File: src/hw/rtl/sha1_pkg.sv
package sha1_pkg;

	typedef logic [31:0] word_t;

	localparam int BLOCK_BYTES = 64;
	localparam int POS_W       = $clog2(BLOCK_BYTES);
	localparam int LEN_POS     = BLOCK_BYTES - 8;
	localparam int ROUNDS      = 80;
	localparam int RND_W       = $clog2(ROUNDS);
	localparam int DIGEST_WORDS = 5;
	localparam int OUT_W       = $clog2(DIGEST_WORDS);

	localparam logic [7:0] PAD_MARK_BYTE = 8'h80;

	localparam word_t IV0 = 32'h67452301;
	localparam word_t IV1 = 32'hEFCDAB89;
	localparam word_t IV2 = 32'h98BADCFE;
	localparam word_t IV3 = 32'h10325476;
	localparam word_t IV4 = 32'hC3D2E1F0;

	localparam word_t K0 = 32'h5A827999;
	localparam word_t K1 = 32'h6ED9EBA1;
	localparam word_t K2 = 32'h8F1BBCDC;
	localparam word_t K3 = 32'hCA62C1D6;

	// rotate left by a fixed amount
	function automatic word_t rotl(input word_t x, input int n);
		return (x << n) | (x >> (32 - n));
	endfunction

endpackage

File: src/hw/rtl/sha1_hash_engine.sv
// channel | dir | tdata                 | tuser          | tlast
// s_*     | in  | data_byte [7:0]       | byte_valid [0] | last
// m_*     | out | digest_word [31:0]    | -              | digest_last
//
// a byte beat is taken in idle; the 64th byte of a block starts the rounds on the
// single shared round adder, followed by the chaining add
// a last beat starts the padding sequencer: one pad byte a cycle, except while a block
// is in its rounds, up to the end of one or two blocks, then five digest beats
// s_tready is high only in idle, so the input stalls for the whole block and digest time
// reset clears the sequencer, counters and length and loads the initial vector
// a stalled digest beat simply holds m_tdata and m_tlast until m_tready
module sha1_hash_engine (
	input  logic        clk,
	input  logic        arst_n,
	input  logic        s_tvalid,
	output logic        s_tready,
	input  logic [7:0]  s_tdata,   // [7:0] data_byte
	input  logic [0:0]  s_tuser,   // [0] byte_valid
	input  logic        s_tlast,
	output logic        m_tvalid,
	input  logic        m_tready,
	output logic [31:0] m_tdata,   // [31:0] digest_word
	output logic        m_tlast
);

	typedef enum logic [2:0] {
		S_IDLE,
		S_PAD,
		S_ROUND,
		S_ADD,
		S_OUT
	} state_t;

	typedef enum logic [1:0] {
		PH_MARK,
		PH_ZERO,
		PH_LEN
	} phase_t;

	state_t state_q;
	phase_t phase_q;

	logic [sha1_pkg::POS_W-1:0] pos_q;
	logic [sha1_pkg::RND_W-1:0] rnd_q;
	logic [sha1_pkg::OUT_W-1:0] out_idx_q;
	logic [2:0]                 len_cnt_q;
	logic [63:0]                msg_bits_q;
	logic                       pad_q;   // message is being finished
	logic                       fin_q;   // length bytes are in, digest follows

	sha1_pkg::word_t chain_q [sha1_pkg::DIGEST_WORDS];
	sha1_pkg::word_t win_q   [16];
	sha1_pkg::word_t a_q, b_q, c_q, d_q, e_q;

	// byte path into the schedule window
	logic       ab_en;
	logic [7:0] ab_byte;
	logic [7:0] pad_byte;
	logic       pos_end;
	logic       blk_done;
	logic [sha1_pkg::POS_W-1:0] pos_nxt;

	// round unit
	sha1_pkg::word_t f_val, k_val, t_val, w_new;

	assign s_tready = (state_q == S_IDLE);
	assign m_tvalid = (state_q == S_OUT);
	assign m_tdata  = chain_q[out_idx_q];
	assign m_tlast  = (out_idx_q == sha1_pkg::OUT_W'(sha1_pkg::DIGEST_WORDS - 1));

	always_comb begin
		case (phase_q)
			PH_MARK: pad_byte = sha1_pkg::PAD_MARK_BYTE;
			PH_LEN:  pad_byte = msg_bits_q[63:56];
			default: pad_byte = 8'h00;
		endcase
	end

	assign ab_en    = (s_tvalid && s_tready && s_tuser[0]) || (state_q == S_PAD);
	assign ab_byte  = (state_q == S_PAD) ? pad_byte : s_tdata;
	assign pos_end  = (pos_q == sha1_pkg::POS_W'(sha1_pkg::BLOCK_BYTES - 1));
	assign blk_done = ab_en && pos_end;
	assign pos_nxt  = pos_q + 1'b1;

	always_comb begin
		if (rnd_q < sha1_pkg::RND_W'(20)) begin
			f_val = (b_q & c_q) | (~b_q & d_q);
			k_val = sha1_pkg::K0;
		end else if (rnd_q < sha1_pkg::RND_W'(40)) begin
			f_val = b_q ^ c_q ^ d_q;
			k_val = sha1_pkg::K1;
		end else if (rnd_q < sha1_pkg::RND_W'(60)) begin
			f_val = (b_q & c_q) | (b_q & d_q) | (c_q & d_q);
			k_val = sha1_pkg::K2;
		end else begin
			f_val = b_q ^ c_q ^ d_q;
			k_val = sha1_pkg::K3;
		end
		t_val = sha1_pkg::rotl(a_q, 5) + f_val + e_q + k_val + win_q[0];
		w_new = sha1_pkg::rotl(win_q[13] ^ win_q[8] ^ win_q[2] ^ win_q[0], 1);
	end

	// window and working variables, no reset needed
	always_ff @(posedge clk) begin
		if (ab_en) begin
			// whole window moves up one byte, first byte of the block ends in win_q[0] msb
			for (int i = 0; i < 15; i++) begin
				win_q[i] <= {win_q[i][23:0], win_q[i+1][31:24]};
			end
			win_q[15] <= {win_q[15][23:0], ab_byte};
			if (blk_done) begin
				a_q <= chain_q[0];
				b_q <= chain_q[1];
				c_q <= chain_q[2];
				d_q <= chain_q[3];
				e_q <= chain_q[4];
			end
		end else if (state_q == S_ROUND) begin
			// win_q[0] is always the word of the current round
			for (int i = 0; i < 15; i++) begin
				win_q[i] <= win_q[i+1];
			end
			win_q[15] <= w_new;
			a_q <= t_val;
			b_q <= a_q;
			c_q <= sha1_pkg::rotl(b_q, 30);
			d_q <= c_q;
			e_q <= d_q;
		end
	end

	always_ff @(posedge clk or negedge arst_n) begin
		if (!arst_n) begin
			state_q    <= S_IDLE;
			phase_q    <= PH_MARK;
			pos_q      <= '0;
			rnd_q      <= '0;
			out_idx_q  <= '0;
			len_cnt_q  <= '0;
			msg_bits_q <= '0;
			pad_q      <= 1'b0;
			fin_q      <= 1'b0;
			chain_q[0] <= sha1_pkg::IV0;
			chain_q[1] <= sha1_pkg::IV1;
			chain_q[2] <= sha1_pkg::IV2;
			chain_q[3] <= sha1_pkg::IV3;
			chain_q[4] <= sha1_pkg::IV4;
		end else begin
			case (state_q)
				S_IDLE: begin
					if (s_tvalid) begin
						pad_q   <= s_tlast;
						phase_q <= PH_MARK;
						if (s_tuser[0]) begin
							msg_bits_q <= msg_bits_q + 64'd8;
							pos_q      <= pos_nxt;
							if (pos_end) begin
								state_q <= S_ROUND;
							end else if (s_tlast) begin
								state_q <= S_PAD;
							end
						end else if (s_tlast) begin
							state_q <= S_PAD;
						end
					end
				end
				S_PAD: begin
					pos_q <= pos_nxt;
					case (phase_q)
						PH_LEN: begin
							// length goes out msb first, register drains to zero
							msg_bits_q <= {msg_bits_q[55:0], 8'h00};
							len_cnt_q  <= len_cnt_q + 1'b1;
							if (len_cnt_q == 3'd7) begin
								fin_q <= 1'b1;
							end
						end
						default: begin
							if (pos_nxt == sha1_pkg::POS_W'(sha1_pkg::LEN_POS)) begin
								phase_q <= PH_LEN;
							end else begin
								phase_q <= PH_ZERO;
							end
						end
					endcase
					if (pos_end) begin
						state_q <= S_ROUND;
					end
				end
				S_ROUND: begin
					if (rnd_q == sha1_pkg::RND_W'(sha1_pkg::ROUNDS - 1)) begin
						rnd_q   <= '0;
						state_q <= S_ADD;
					end else begin
						rnd_q <= rnd_q + 1'b1;
					end
				end
				S_ADD: begin
					chain_q[0] <= chain_q[0] + a_q;
					chain_q[1] <= chain_q[1] + b_q;
					chain_q[2] <= chain_q[2] + c_q;
					chain_q[3] <= chain_q[3] + d_q;
					chain_q[4] <= chain_q[4] + e_q;
					if (fin_q) begin
						out_idx_q <= '0;
						state_q   <= S_OUT;
					end else if (pad_q) begin
						state_q <= S_PAD;
					end else begin
						state_q <= S_IDLE;
					end
				end
				S_OUT: begin
					if (m_tready) begin
						if (m_tlast) begin
							chain_q[0] <= sha1_pkg::IV0;
							chain_q[1] <= sha1_pkg::IV1;
							chain_q[2] <= sha1_pkg::IV2;
							chain_q[3] <= sha1_pkg::IV3;
							chain_q[4] <= sha1_pkg::IV4;
							pad_q      <= 1'b0;
							fin_q      <= 1'b0;
							out_idx_q  <= '0;
							state_q    <= S_IDLE;
						end else begin
							out_idx_q <= out_idx_q + 1'b1;
						end
					end
				end
				default: begin
					state_q <= S_IDLE;
				end
			endcase
		end
	end

	// a finished digest leaves the block aligned with the length drained
	a_done_clean: assert property (@(posedge clk) disable iff (!arst_n)
		(m_tvalid && m_tready && m_tlast) |=> (pos_q == '0 && msg_bits_q == '0))
		else $error("state not clean after digest");

	// length bytes only occupy the final eight byte slots of a block
	a_len_slot: assert property (@(posedge clk) disable iff (!arst_n)
		(state_q == S_PAD && phase_q == PH_LEN) |-> (pos_q[sha1_pkg::POS_W-1:3] == '1))
		else $error("length byte outside its slot");

	// the last round is always followed by the chaining add
	a_round_end: assert property (@(posedge clk) disable iff (!arst_n)
		(state_q == S_ROUND && rnd_q == sha1_pkg::RND_W'(sha1_pkg::ROUNDS - 1))
		|=> (state_q == S_ADD))
		else $error("round count overran");

	// digest beats start only once the length is in and a block has closed
	a_out_start: assert property (@(posedge clk) disable iff (!arst_n)
		$rose(m_tvalid) |-> (fin_q && pos_q == '0 && $past(state_q) == S_ADD))
		else $error("digest without completed padding");

endmodule
File: config.mk
export PLATFORM = sky130hd
export DESIGN_NAME = sha1_hash_engine
export DESIGN_NICKNAME = d
export VERILOG_FILES = /design/src/hw/rtl/sha1_pkg.sv /design/src/hw/rtl/sha1_hash_engine.sv
export SDC_FILE = /design/constraint.sdc
export NUM_CORES = 2
export LEC_CHECK = 0
export ABC_AREA = 1
export BUFFER_PORTS_ARGS = -buffer_cell sky130_fd_sc_hd__buf_4
export CORE_MARGIN = 1
export CORE_UTILIZATION = 25
export CTS_CLUSTER_SIZE = 30
export DETAILED_ROUTE_END_ITERATION = 12
export GPL_TIMING_DRIVEN = 0
export PLACE_DENSITY = 0.38
export SKIP_LAST_GASP = 1
export SLEW_MARGIN = 20
export SYNTH_ARGS = -nofsm -noshare
export SYNTH_HDL_FRONTEND = slang
export SYNTH_SLANG_ARGS = --single-unit
export TNS_END_PERCENT = 1
File: constraint.sdc
create_clock -name clk -period 13 [get_ports clk]
set_input_delay 0.65 -clock clk [delete_from_list [all_inputs] [get_ports clk]]
set_output_delay 0.65 -clock clk [all_outputs]
set_load 0.01 [all_outputs]
==> impl_metrics.tcl <==
set metrics [dict create \
    root_buffer "clkbuf_16" \
    fin_cells 10460 \
    crit_start "rnd_q[5]" \
    maxCapViolations 0 \
    cts_buffer_depth 3 \
    leakagePower_nw 28.79 \
    slew-limit-headroom_pct 21.27 \
    grt_pass1_vias 51230 \
    yosys-top-cells-count "nand2_1, inv_1, o21ai_0, edfxtp_1, nor2_1" \
    status "finished, final reports clean" \
    rsz0062_at_grt "false" \
    cts_sinks 919 \
    r2r_start "rnd_q[5]" \
    fin_crit_ps 6905 \
    finalSetupViolCount 0 \
    arrival_ps 7450 \
    synthCells 7147 \
    yosysUniqueCellTypes 47 \
    drcViolationCount 0 \
    grt_max_degree 94 \
    die_y_um 483.8 \
    fin_crit_sh_pct 53.12 \
    hold_path_class "input port to register" \
    ir_drop_uv 127.8 \
    ys_ff_latch 919 \
    row_count 176 \
    place_congestion 0.9988 \
    dpl.hpwl_um 226200 \
    area_delta_synth_final_pct 14.73 \
    finClkSkew_ps 80.61 \
    avgViaCountPerCell 4.973 \
    cts-buffers-inserted 120 \
    syn_area_um2 58020 \
    crit_top_cell "nand2_1" \
    fp.coreArea_um2 230300 \
    synthesis.nets 7513 \
    vias 52030 \
    fmax_mhz 144.8 \
    hold_viol 0 \
    boundaryPins 49 \
    synth_top_area_share_pct 34.78 \
    worstSetupEndpointType "register" \
    critical_path_required_ps 13550 \
    grt.total_usage_pct 23.69 \
    grt-ovfl-total 0 \
    worstPathMaxFanout 10 \
    worstRegToRegCells 23 \
    antenna_found_initial 15 \
    synth.most_common_cell "nand2_1" \
    fillers 25070 \
    start_kind "register" \
    synth_edf_count 672 \
    post_cts_buffers 0 \
    r2r_end "a_q[31]" \
    die_area_um2 234000 \
    dp_cells 10240 \
    cp_cell_sequence "inv_1, nor2_1, nand3_1, nand2_1, buf_2, o22ai_1, nor2_1, fa_1, fa_1, inv_1, fa_1, inv_1, ha_1, nand2_1, nor2_1, nor3b_1, nand2_1, nand2_1, nand2_1, nand2_1, nand3_1, nand3_1, nand2_1" \
    synth_largest_area_cell "edfxtp_1" \
    clk_latency_ps 850 \
    drtIter0Drc 4881 \
    slew_viol_final 0 \
    drt_wl_total_um 282400 \
    post-route-cell-area_um2 66570 \
    tightest_slew_ps 1181 \
    h-tree-depth 3 \
    crit_type "register to register" \
    slowest_stage "fa_1" \
    placed_cell_area_um2 62650 \
    p_total_mw 14.97 \
    portBuffers 48 \
    endpoint "a_q[31]" \
    powerDensity_nw_per_um2 224.9 \
    antenna_left 0 \
    fin_tns_setup_ps 0 \
    dieWidth_um 483.8 \
    yosysSeqAreaShare_pct 45.60 \
    start_util_pct 25.19 \
    first_pass_iters 6 \
    cts.repair.resized 0 \
    cts_tree "built" \
    drive_gt1_share_pct 5.972 \
    clkTransAtPathRegs_ps 60 \
    synth_top_cells_by_area "edfxtp_1, nand2_1, o21ai_0, dfrtp_1, inv_1" \
    min_from "s_tlast" \
    r2r_slack_ps 6090 \
    async_flop_share_pct 26.88 \
    slowest_delay_ps 620 \
    grt_pass1_wl_um 394400 \
    syn_area_per_cell_um2 8.119 \
    synth_flop_cell "edfxtp_1" \
    nets 7700 \
    whs_ps 209.7 \
    wl_per_cell_um 27.00 \
    ys.warnings.count 0 \
]
-- where the power goes --
group | leakage (nW) | switching, mW | internal (mW) | total (mW)
combinational | 17.5 | 4.00 | 1.69 | 5.69
sequential | 9.40 | 1.04 | 4.84 | 5.88
clock | 1.89 | 1.50 | 1.91 | 3.40
total | 28.8 | 6.54 | 8.43 | 15.0
-- metrics by stage --
step                setup WS [ps]  utilization, %
floorplan                    4769               -
global placement           -290.6           26.99
detailed placement           6328           27.20
CTS                          6277           28.90
global route                 5897           28.90
finish                       6095           28.90
-- worst min-delay path by stage --
stage / to / depth (start not counted)
floorplan: chain_q[0] / 0
global placement: len_cnt_q[1] / 2
detailed placement: len_cnt_q[0] / 1
CTS: pad_q / 3
global route: pad_q / 3
finish: pad_q / 3
-- repair_timing --
item / CTS / global route
hold buffers: 1 / 0
hold endpoints to repair: 16 / 0
endpoints found under the setup margin: 0 / 0
-- placed cells by master, fill, tap and decap left out, types with 10 or more instances in the layout --
cell type	count
o21bai_1	23
o21a_1	12
edfxtp_1	672
dfrtp_1	167
buf_16	14
dfstp_2	80
o221ai_1	10
nand3_1	319
clkinv_1	27
buf_2	73
a21boi_0	11
a21o_1	20
o21ai_0	848
clkinv_2	24
bufinv_16	10
nor2_1	460
or2_2	16
nor4_1	14
ha_1	227
nand3b_1	20
a21oi_1	328
a22oi_1	13
clkbuf_16	120
a31oi_1	19
nand4_1	66
o211ai_1	34
o22ai_1	76
clkbuf_2	18
xnor2_1	114
nand2_1	2062
clkbuf_1	161
xor2_1	72
nor3_1	92
fa_1	125
o21ai_1	27
buf_1	10
inv_1	948
buf_4	52
-- flip-flops by register name (all words and copies together) (netlist names), 6 cells and up --
register / count
d_q: 32
win_q: 512
pos_q: 6
a_q: 32
b_q: 32
c_q: 32
rnd_q: 7
msg_bits_q: 61
e_q: 32
chain_q: 160
-- worst max-delay path, delay by kind of cell (launching register included) --
| kind | cells | cell delay, ps |
|---|---|---|
| AOI/OAI and AO/OA | 1 | 110 |
| adders and majority gates | 4 | 2000 |
| buffers and inverters | 4 | 610 |
| DFF | 1 | 430 |
| and+or+nand+nor | 14 | 3480 |
-- cell type report --
class                           count  area, um^2  share of cell area [%]
Clock buffer                      145        3107                   4.667
Clock inverter                     78       802.0                   1.205
Tap cell                         3026        3786                   5.687
Antenna cell                        1       2.502                0.003759
Timing Repair Buffer               65       803.3                   1.207
Inverter                          957        3597                   5.404
Multi-Input combinational cell   5028       26970                   40.51
Sequential cell                   919       26460                   39.75
Buffer                            243        1045                   1.569
-- cell families after synthesis --
group                    count (synthesis)  share of synthesized area, %
adder cells (fa/ha/maj)                352                         9.208
buffers and inverters                 1200                         7.961
AO/OA/AOI/OAI                         1425                         13.07
AND/OR/NAND/NOR                       3065                         21.35
XOR/XNOR                               186                         2.808
flip-flops                             919                         45.60
-- layer usage --
metal  global-route usage [%]  share of wire (%)  up-vias
li1                         -                  -    24000
met1                    31.55                 44    26030
met2                    39.31                 47     1646
met3                    2.857                5.3      344
met4                    8.440                3.9       10
met5                        0              0.025        -
No activity file was read; power rests on OpenSTA's default activity.
